--- src/hw/rtl/tcw_ram.sv ---
// generic single write port, single read port ram with registered read
`timescale 1ns / 1ps

module tcw_ram #(
   parameter int WIDTH = 8,
   parameter int DEPTH = 256,
   parameter int ADDR_W = $clog2(DEPTH)
) (
   input  logic              clock,
   input  logic              we,
   input  logic [ADDR_W-1:0] waddr,
   input  logic [WIDTH-1:0]  wdata,
   input  logic              re,
   input  logic [ADDR_W-1:0] raddr,
   output logic [WIDTH-1:0]  rdata
);

   logic [WIDTH-1:0] mem [DEPTH];
   logic [WIDTH-1:0] rdata_ff;

   always_ff @(posedge clock) begin
      if (we) begin
         mem[waddr] <= wdata;
      end
      if (re) begin
         rdata_ff <= mem[raddr];
      end
   end

   assign rdata = rdata_ff;

endmodule

--- config.mk ---
export PLATFORM = sky130hd
export DESIGN_NAME = tcw_ram
export DESIGN_NICKNAME = d
export VERILOG_FILES = /design/src/hw/rtl/tcw_ram.sv
export SDC_FILE = /design/constraint.sdc
export NUM_CORES = 2
export LEC_CHECK = 0
export CORE_MARGIN = 2
export CORE_UTILIZATION = 50
export DETAILED_ROUTE_END_ITERATION = 16
export DONT_BUFFER_PORTS = 1
export GPL_TIMING_DRIVEN = 0
export SLEW_MARGIN = 20
export SYNTH_ARGS = -nofsm -noshare
export SYNTH_HDL_FRONTEND = slang
export SYNTH_SLANG_ARGS = --single-unit
--- constraint.sdc ---
create_clock -name clock -period 3.8 [get_ports clock]
set_input_delay 1.14 -clock clock [delete_from_list [all_inputs] [get_ports clock]]
set_output_delay 1.14 -clock clock [all_outputs]
set_load 0.05 [all_outputs]
-- Word level (Yosys, flattened, before mapping)
Memory sizes are Yosys's and may differ from the RTL's. A register that Yosys moved wholly into a read port is not among the register bits.
Cells that the tools add are included.
- mux-type cells: 2
- operator list (cell ; number):
    $mux 1 ; 2
- output and inout port bits: 8
- logic and storage cells: 3
- memories kept: 1
- flip-flop bits (word level): 0
- memory bits (writable): 2048
- input bits: 27
- memory list (name ; words ; width ; read ports ; clocked after memory_dff ; wr ports ; RTL line ; source):
    mem ; 256 ; 8 ; 1 ; 1 ; 1 ; 18 ; logic [WIDTH-1:0] mem [DEPTH];

-- Logic depth before layout (Yosys ltp)
- depth in word-level cells: 2
- depth in mapped cells: 11

-- Least setup slack after synthesis
OpenSTA, ideal clock, no wires.
- path type: input-to-reg
- start point: input raddr[0]
- end point: register rdata_ff[2], in the netlist rdata[2] (read register of mem) (data pin)
- path buffers: 4
- arrival: 2947 ps
- library setup time: 269 ps
- setup slack: 584 ps
- stages: 9
- required time: 3531 ps
- cells stage by stage: buf_6 > buf_12 > buf_8 > buf_2 > mux4_2 > a22oi_1 > a21oi_1 > nor4_1 > nor4_2
- RTL lines (what ; RTL line ; source):
    from (decl) ; 14 ; input logic [ADDR_W-1:0] raddr,
    to (decl) ; 19 ; logic [WIDTH-1:0] rdata_ff;

==> metrics.txt <==
cell family with most CP delay=buffers and inverters; Final Skew=roughly 0.026 ns; Synth warnings=0; Worst Reg-to-Reg Cells=6; CP Cell Sequence=buf_2 > buf_4 > buf_4 > buf_2 > mux4_2 > nor2_1 > a2111oi_2 > nor3_2 > nor4_2; ys flop type=edfxtp_1; outcome=finished, violations left; Max Clk Rate=around 0.26 GHz; Synth Register Bits=2,056; top post-synthesis cells by area=edfxtp_1, mux4_2, mux2i_1; hold_sp=re; CP Capture Type=flip-flop; nets=3,988; r2r setup slk=about 0.95 ns; average size of a mapped cell=21.3 sq um; Tcrit/Tclk final=103%; WP buf/inv=4; Slew Viols, Final=0; Post-synth EDFFs=2,056; most frequent cells after synthesis=edfxtp_1, mux4_2, nor2_1; crit path DAT=4.43 ns; row count=about 150; initial antenna violation count=12; Global Route Usage Sum=30.0%; routability congestion estimate=0.936; cell taking the most area after synthesis=edfxtp_1; register area share after synthesis=77.5%; die area=0.162 sq mm; MaxCap Viol Count=0; Hold Vio Cnt, Final=0; Antenna Violating Nets Remaining=0; worst vdd ir=0.458 mV; kind of critical path=input port to flip-flop; CTS H-tree depth=4; layout cell share with drive strength beyond 1=a little under a quarter; CTS Buffer Depth=3; routed len/inst=just under 40 microns; worst min-delay path endpoint=rdata[5]; post-DP HPWL=158,000 microns; post-route worst setup slack=-0.0956 ns; reg2reg start=mem[211][5]; total negative slack=-3.15 ns; syn_nets=3,760; Die H=between 400 and 500 microns; Worst-Skew Late Latency=about 0.83 ns; RSZ-0062 raised after global routing=false; Worst-path clk slew=0.06 ns; TritonCTS clock tree=done; Synth cell types=54; largest net degree at the start of global routing=257; Static Leak=27.5 nW; DRC=0; RR Endpoint=rdata[5]; actual slew at the worst max-slew pin=1.22 ns; top-count cell post-synth=edfxtp_1; clk sinks=2,056; vias in the first global route=39,790; largest stage delay on the critical path=0.70 ns; Finished Core Util=56.6%; final setup violation count=about 80; # hold bufs at CTS=0; Slowest cell on crit path=a2111oi_2; Hold Path Class=input port to flip-flop; Cells after Synth=between 3,000 and 4,000; Initial DRC Count=6,906; cts bufs inserted=around 200; first-pass GRT wire length=329,000 microns; postcts setup bufs=0; crit path launch type=input port; vias per cell=~6.7; total grt overflow=0; starting density of the core=about half; failing checks=negative setup slack; core area=between 0.15 and 0.2 sq mm; required time worst endpoint=around 4.3 ns; I/O pins=35; fin crit period=3.90 ns; PortBufs=0; final WL=243,000 microns; ys async rst share=0%; Max transition margin=18.4%; Max FO, Critical Path=10; WHS Path Cells=0; share of the synthesized area in the top cell type=77.5%; chip width=approximately 400 microns; Mapped Area=0.0796 sq mm; clk root buf=clkbuf_16; Power Density=520 mW/mm^2; cell count along the critical path=9; Area Overhead vs Synth=12.4%; drt first pass iters=7; via count=41,226
[report_power, final]
group          switching [mW]  leakage [nW]  internal, mW  total [mW]
Sequential             0.0524          18.5          25.0        25.1
Clock                    8.61          3.03          10.6        19.2
Combinational            1.50          6.01         0.804        2.31
[worst max path at each step]
stage / startpoint / to / slack (ns)
after global routing: waddr[0] / mem[61][2] / 0.006
after CTS: raddr[1] / rdata[5] / 0.002
after detailed placement: raddr[4] / rdata[7] / -1.92
after global placement: raddr[1] / rdata[4] / -2.55
after floorplan: raddr[0] / rdata[2] / 0.58
final: raddr[1] / rdata[7] / -0.1
[per-stage QoR]
stage,std cells,setup slack (ns),cell area (sq um),hold WS (ns),power (mW)
floorplan,3733,0.584,79600,0.864,26.8
global placement,5805,-2.55,82200,1.25,27.7
detailed placement,5827,-1.92,82900,1.25,27.7
CTS,6196,0.00201,89400,0.372,46.6
global route,6196,0.00566,89500,0.390,47.6
finish,6199,-0.0956,89500,0.419,46.6
[area by class of cell]
type / instances / area, sq um
fillers: 11789 / 68700
flip-flops and latches: 2056 / 61700
multi-input cells: 1442 / 16900
clock buffers: 260 / 5420
well taps: 2072 / 2590
plain buffers: 232 / 1580
clock inverters: 109 / 813
repair buffers: 22 / 513
diodes: 4 / 10.0
inverters: 2 / 7.51
[sequential cells by signal, indices dropped and copies added (netlist names)]
signal	cells
mem	2048
rdata	8
[logic make-up after synthesis]
group           synth area share, %
mux                            14.6
compound gates                 3.42
flops                          77.5
simple gates                   2.63
buf+inv                        1.83
[worst reg2reg max path: cells and delay by family, from the launching register on]
family | cells | cell delay (ns)
and+or+nand+nor | 2 | 0.54
muxes | 1 | 0.51
DFF | 1 | 0.37
AOI/OAI and AO/OA | 3 | 1.16
[layer usage]
layer,up-vias,GRT usage (%),share of wire [%]
met3,497,7.11,11
met2,2589,45.5,46
met1,21933,42.2,38
met5,-,0,0.010
li1,16203,-,-
met4,4,12.3,4.8
[layout by cell type, fill, tap and decap left out, drive strengths merged, types with 12 or more instances in the layout]
cell type     n
a211oi       16
a21oi        96
a221oi       14
a22oi       133
buf         138
clkbuf      372
clkinv       86
edfxtp     2056
mux2i       134
mux4        456
nand2        33
nand3        34
nor2        282
nor2b        31
nor3         22
nor4         27
o21ai        12
o221ai       47
o22ai        28
[timing repair]
action                                  in CTS  in global routing
gates resized for setup                     82                 25
hold endpoints to repair                     0                  0
pin swaps                                    0                  0
endpoints found under the setup margin       8                 16
No activity file was read; power rests on OpenSTA's default activity.
