## config.mk

```make
export PLATFORM = sky130hd
export DESIGN_NAME = tcw_cursor
export DESIGN_NICKNAME = d
export VERILOG_FILES = /design/src/hw/rtl/tcw_pkg.sv /design/src/hw/rtl/tcw_cursor.sv
export SDC_FILE = /design/constraint.sdc
export NUM_CORES = 1
export LEC_CHECK = 0
export ABC_AREA = 1
export BUFFER_PORTS_ARGS = -buffer_cell sky130_fd_sc_hd__buf_4
export CAP_MARGIN = 20
export CORE_MARGIN = 8
export CORE_UTILIZATION = 40
export DETAILED_ROUTE_END_ITERATION = 16
export PLACE_DENSITY = 0.67
export SLEW_MARGIN = 20
export SYNTH_ARGS = -nofsm -noshare
export SYNTH_HDL_FRONTEND = slang
export SYNTH_SLANG_ARGS = --single-unit
```

## constraint.sdc

```tcl
create_clock -name clock -period 2.6 [get_ports clock]
set_input_delay 0.52 -clock clock [delete_from_list [all_inputs] [get_ports clock]]
set_output_delay 0.52 -clock clock [all_outputs]
set_load 0.05 [all_outputs]
```

## src/hw/rtl/tcw_pkg.sv

```systemverilog
// shared constants and types of the text console writer
`timescale 1ns / 1ps

package tcw_pkg;

   localparam int COLUMNS = 80;
   localparam int ROWS    = 25;
   localparam int CELLS   = COLUMNS * ROWS;

   // field widths fixed by the command and response beats
   localparam int ADDR_W = 11;
   localparam int CHAR_W = 8;
   localparam int COL_W  = 7;
   localparam int ROW_W  = 5;

   localparam logic [CHAR_W-1:0] SPACE_CODE   = 8'h20;
   localparam logic [CHAR_W-1:0] NEWLINE_CODE = 8'h0a;
   localparam logic [CHAR_W-1:0] NULL_CODE    = 8'h00;

   localparam logic CMD_PUT  = 1'b0;
   localparam logic CMD_READ = 1'b1;

   // write request and clear request from the cursor logic
   typedef struct packed {
      logic              wr_en;
      logic [ADDR_W-1:0] wr_addr;
      logic [CHAR_W-1:0] wr_data;
      logic              clear;
   } put_type;

endpackage

```

## src/hw/rtl/tcw_cursor.sv

```systemverilog
// cursor registers and put command handling
`timescale 1ns / 1ps

module tcw_cursor (
   input  logic                      clock,
   input  logic                      reset,
   input  logic                      accept,
   input  logic                      cmd,
   input  logic [tcw_pkg::CHAR_W-1:0] char_code,
   output tcw_pkg::put_type          put,
   output logic [tcw_pkg::COL_W-1:0] col,
   output logic [tcw_pkg::ROW_W-1:0] row
);

   logic [tcw_pkg::COL_W-1:0] col_ff, col_in;
   logic [tcw_pkg::ROW_W-1:0] row_ff, row_in;
   logic                      next_row;

   always_comb begin
      col_in      = col_ff;
      row_in      = row_ff;
      next_row    = 1'b0;
      put.wr_en   = 1'b0;
      put.clear   = 1'b0;
      put.wr_data = char_code;
      // cell index row * columns + column
      put.wr_addr = tcw_pkg::ADDR_W'(32'(row_ff) * 32'(tcw_pkg::COLUMNS) + 32'(col_ff));
      if (accept && cmd == tcw_pkg::CMD_PUT && char_code != tcw_pkg::NULL_CODE) begin
         if (char_code == tcw_pkg::NEWLINE_CODE) begin
            col_in   = '0;
            next_row = 1'b1;
         end else begin
            put.wr_en = 1'b1;
            if (col_ff == tcw_pkg::COL_W'(tcw_pkg::COLUMNS - 1)) begin
               col_in   = '0;
               next_row = 1'b1;
            end else begin
               col_in = col_ff + 1'b1;
            end
         end
         if (next_row) begin
            // off the bottom: wipe the screen and home the cursor
            if (row_ff == tcw_pkg::ROW_W'(tcw_pkg::ROWS - 1)) begin
               put.clear = 1'b1;
               row_in    = '0;
               col_in    = '0;
            end else begin
               row_in = row_ff + 1'b1;
            end
         end
      end
   end

   always_ff @(posedge clock) begin
      if (reset) begin
         col_ff <= '0;
         row_ff <= '0;
      end else begin
         col_ff <= col_in;
         row_ff <= row_in;
      end
   end

   assign col = col_ff;
   assign row = row_ff;

endmodule

```

Yosys cells after proc, flatten, opt, wreduce, memory -nomap -nowiden

Index checks and enable logic that the tools add are counted.

Register bits: 12

$add $sub $neg: 3
$mul: 1
Eq/ne operators: 3
Muxes and demuxes: 13
Bitwise logic cells: 1
Reductions and logical operators: 4

Operator list:

| cell                  | number |
|---|---|
| $mux W7               | 4 |
| $add A11 B7 Y11       | 1 |
| $eq A8 B4 Y1 const B  | 1 |
| $mux W1               | 8 |
| $reduce_bool A8 Y1    | 1 |
| $add A7 B1 Y7 const B | 1 |
| $eq A7 B7 Y1 const B  | 1 |
| $mul A5 B3 Y7 const B | 1 |
| $add A5 B1 Y5 const B | 1 |
| $eq A5 B5 Y1 const B  | 1 |
| $mux W5               | 1 |
| $logic_and A1 B1 Y1   | 2 |
| $reduce_and A2 Y1     | 1 |
| $not A1 Y1            | 1 |

Logic depth before layout (Yosys ltp)

Depth after elaboration: 6
Mapped depth: 8
Depth with buffers taken out: 8

Least setup slack after synthesis

No wires, ideal clock.

Path kind: register -> output
Start point: register row_ff (netlist bit row[1])
End point: output put[19] (netlist bit)
Arrival: 2.897 ns
Data required time: 2.080 ns
Setup slack: -0.817 ns
Stages on the path, launching flop included: 7
Buffers on the path: 0
Path through: dfxtp_1 ha_1 ha_1 fa_1 nand2_1 nor3_1 xor2_1

RTL lines:

| item                     | RTL line         | source |
|---|---|---|
| start: declaration       | tcw_cursor.sv:16 | `logic [tcw_pkg::ROW_W-1:0] row_ff, row_in;` |
| start signal: assignment | tcw_cursor.sv:60 | `row_ff <= row_in;` |
| end: declaration         | tcw_cursor.sv:10 | `output tcw_pkg::put_type put,` |

==> run metrics <==
status=complete, but fails checks; violated checks=negative setup slack; largest net degree at the start of global routing=13; DR vias=1225; GPL Wtd Cong=0.741; Via-to-Cell Ratio=4.98; fmax=357 MHz; Area Overhead vs Synth=41.5%; count of pins over their slew limit=0; Skew-Pair Late Insertion Delay=270 ps; Syn Nets=199; worst-margin pin slew=396 ps; DR iter-0 viols=40; Leak Pwr=0.000874 uW; ys async rst share=0; synth cell count leaders=39 x nand2_1, 20 x nor2_1, 19 x inv_1, 13 x a21oi_1; # setup viols final=3; largest area contributor in the netlist=dfxtp_1; Main synth FF type=dfxtp_1; # IOs=45; Die Width=70.2 um; die area=4930 sq um; DR top layer=met4; CTS Hold Bufs=0; net count reported at finish=242; Post-Syn Area=1170 sq um; count of cell types in the netlist=25; clk buf depth=2; DRC violations left=0; Ys Warns=0; PortBufs=44; number of diodes=0; Placeable Area=2780 sq um; most area-consuming cells after synthesis=dfxtp_1 20%, ha_1 13%, nand2_1 12%, buf_4 7.7%, nor2_1 6.4%; routed wire length=3150 um; final instance area=1660 sq um; syn_area_per_cell=6.79 sq um; vias in the first global route=1263; Worst Path Max Fanout=2; pwr/cell area=241 nW/um^2; final worst-path cycle share=1.08; Post-Syn Instances=173; Worst setup EP type=output port; post-route ant nets=0; CP Launch Type=flop; share of Yosys cell area claimed by the top area cell type=0.204; CTS clk-pin slew, worst paths=80 ps; WL per Instance=12.8 um; Slew HR=0.735; M1 WL=1220 um; Clock Sink Count=12; antenna violations before repair=0; global-route wire length before repair=5530 um; share of cells above drive strength 1=0.391; CTS root buf=clkbuf_4; Max-Cap Viols=0; unrepaired setup endpoints after global routing=yes; Final HPWL DP=2550 um; path type of the worst min-delay path=input port to flop; register bit total from synthesis=12; Final Hold Fails=0; WP data arrival=2280 ps; skew final=1.95 ps; row count=19; fin crit period=2800 ps; GRT Residual Overflow=0; deepest level of the CTS H-tree=1; all-layer global routing usage=0.133; post-layout worst setup margin=-198 ps; R2R cell count=8; first-pass iteration count of the detailed router=4; worst hold stages=2; CTS tree=yes; Seq/Total Area, Yosys=0.204; CP Data Required Time=2080 ps; FILL cells=267; initial core utilization=0.422; routed length on met2=1670 um; top-count cell post-synth=nand2_1; Num CTS Buffers=3; number of synthesized flops with an enable pin=0; critical path class=flop to output port; VDD IR max=0.000294 V; Die Y=70.2 um; DP Area=1560 sq um; Tot Pwr=401 uW; routed wl met3=197 um
==> registers in the layout, summed over array words and instances (netlist names) <==
register,cells
col,7
row,5
==> cells in the final DEF (no fill, tap or decap), types with 5 or more instances in the layout <==
cell type / instances
ha_1: 10
nand2_1: 38
nand4_1: 5
nor2_1: 19
nand3_1: 12
inv_1: 19
buf_4: 50
a21oi_1: 12
dfxtp_1: 7
==> final cells by class <==
cell class              instances  area, sq um  area share
multi-input cells             125          858       0.516
clock buffers                   3         22.5      0.0135
flip-flops and latches         12          251       0.151
inverters                      21         78.8      0.0474
well taps                      31         38.8      0.0233
repair buffers                 53          409       0.246
clock inverters                 1         3.75     0.00226
==> metrics by stage <==
stage          hold WS [ps]  cells   util  setup slack, ps  TNS [ps]
2_1_floorplan           573    173      -             -169      -332
3_3_place_gp            516    241  0.561            -8.54     -8.54
3_5_place_dp            518    241  0.561            -91.7      -160
4_1_cts                 468    246  0.598             -223      -469
5_1_grt                 453    246  0.598             -265      -856
6_report                468    246  0.598             -198      -445
==> power by group <==
part | internal [uW] | leakage, uW | switching (uW)
clock | 55.6 | 0.0000154 | 65.1
sequential | 183 | 0.000100 | 2.85
combinational | 30.7 | 0.000759 | 63.2
total | 269 | 0.000874 | 131
==> routing by layer <==
layer | track usage | vias up
met1 | 0.142 | 556
met5 | 0 | -
met2 | 0.247 | 42
li1 | - | 620
met3 | 0.0325 | 7
met4 | 0.0469 | 0
==> critical path, cell delays in order, from the launching register on <==
cell and delay [ps]:
dfxtp_4 350, ha_4 240, ha_4 160, fa_2 580
nand2_4 80, buf_6 120, a21oi_4 170, xnor2_4 130
buf_6 170
==> logic make-up (layout without fill, tap and decap cells) <==
| logic type | after synthesis | in the layout | synth area share |
|---|---|---|---|
| AOI/OAI and AO/OA | 15 | 15 | 0.0639 |
| adders and majority gates | 14 | 14 | 0.162 |
| DFF | 12 | 12 | 0.204 |
| and+or+nand+nor | 88 | 88 | 0.349 |
| buffers and inverters | 36 | 78 | 0.161 |
| xor gates and xnor gates | 8 | 8 | 0.0596 |
==> worst paths after layout <==
kind | slack, ps | end | startpoint
min reg2reg | 530 | col[1] | col[1]
max reg2reg | 1040 | col[3] | col[0]
max | -200 | put[18] | row[1]
min | 470 | row[0] | reset
==> timing repair <==
item / 4_1_cts / 5_1_grt
resized for setup: 12 / 0
endpoints found under the setup margin: 3 / 4
pin swaps: 6 / 4
setup buffers: 1 / 0
Note: power is estimated with default switching activity, not from simulation.
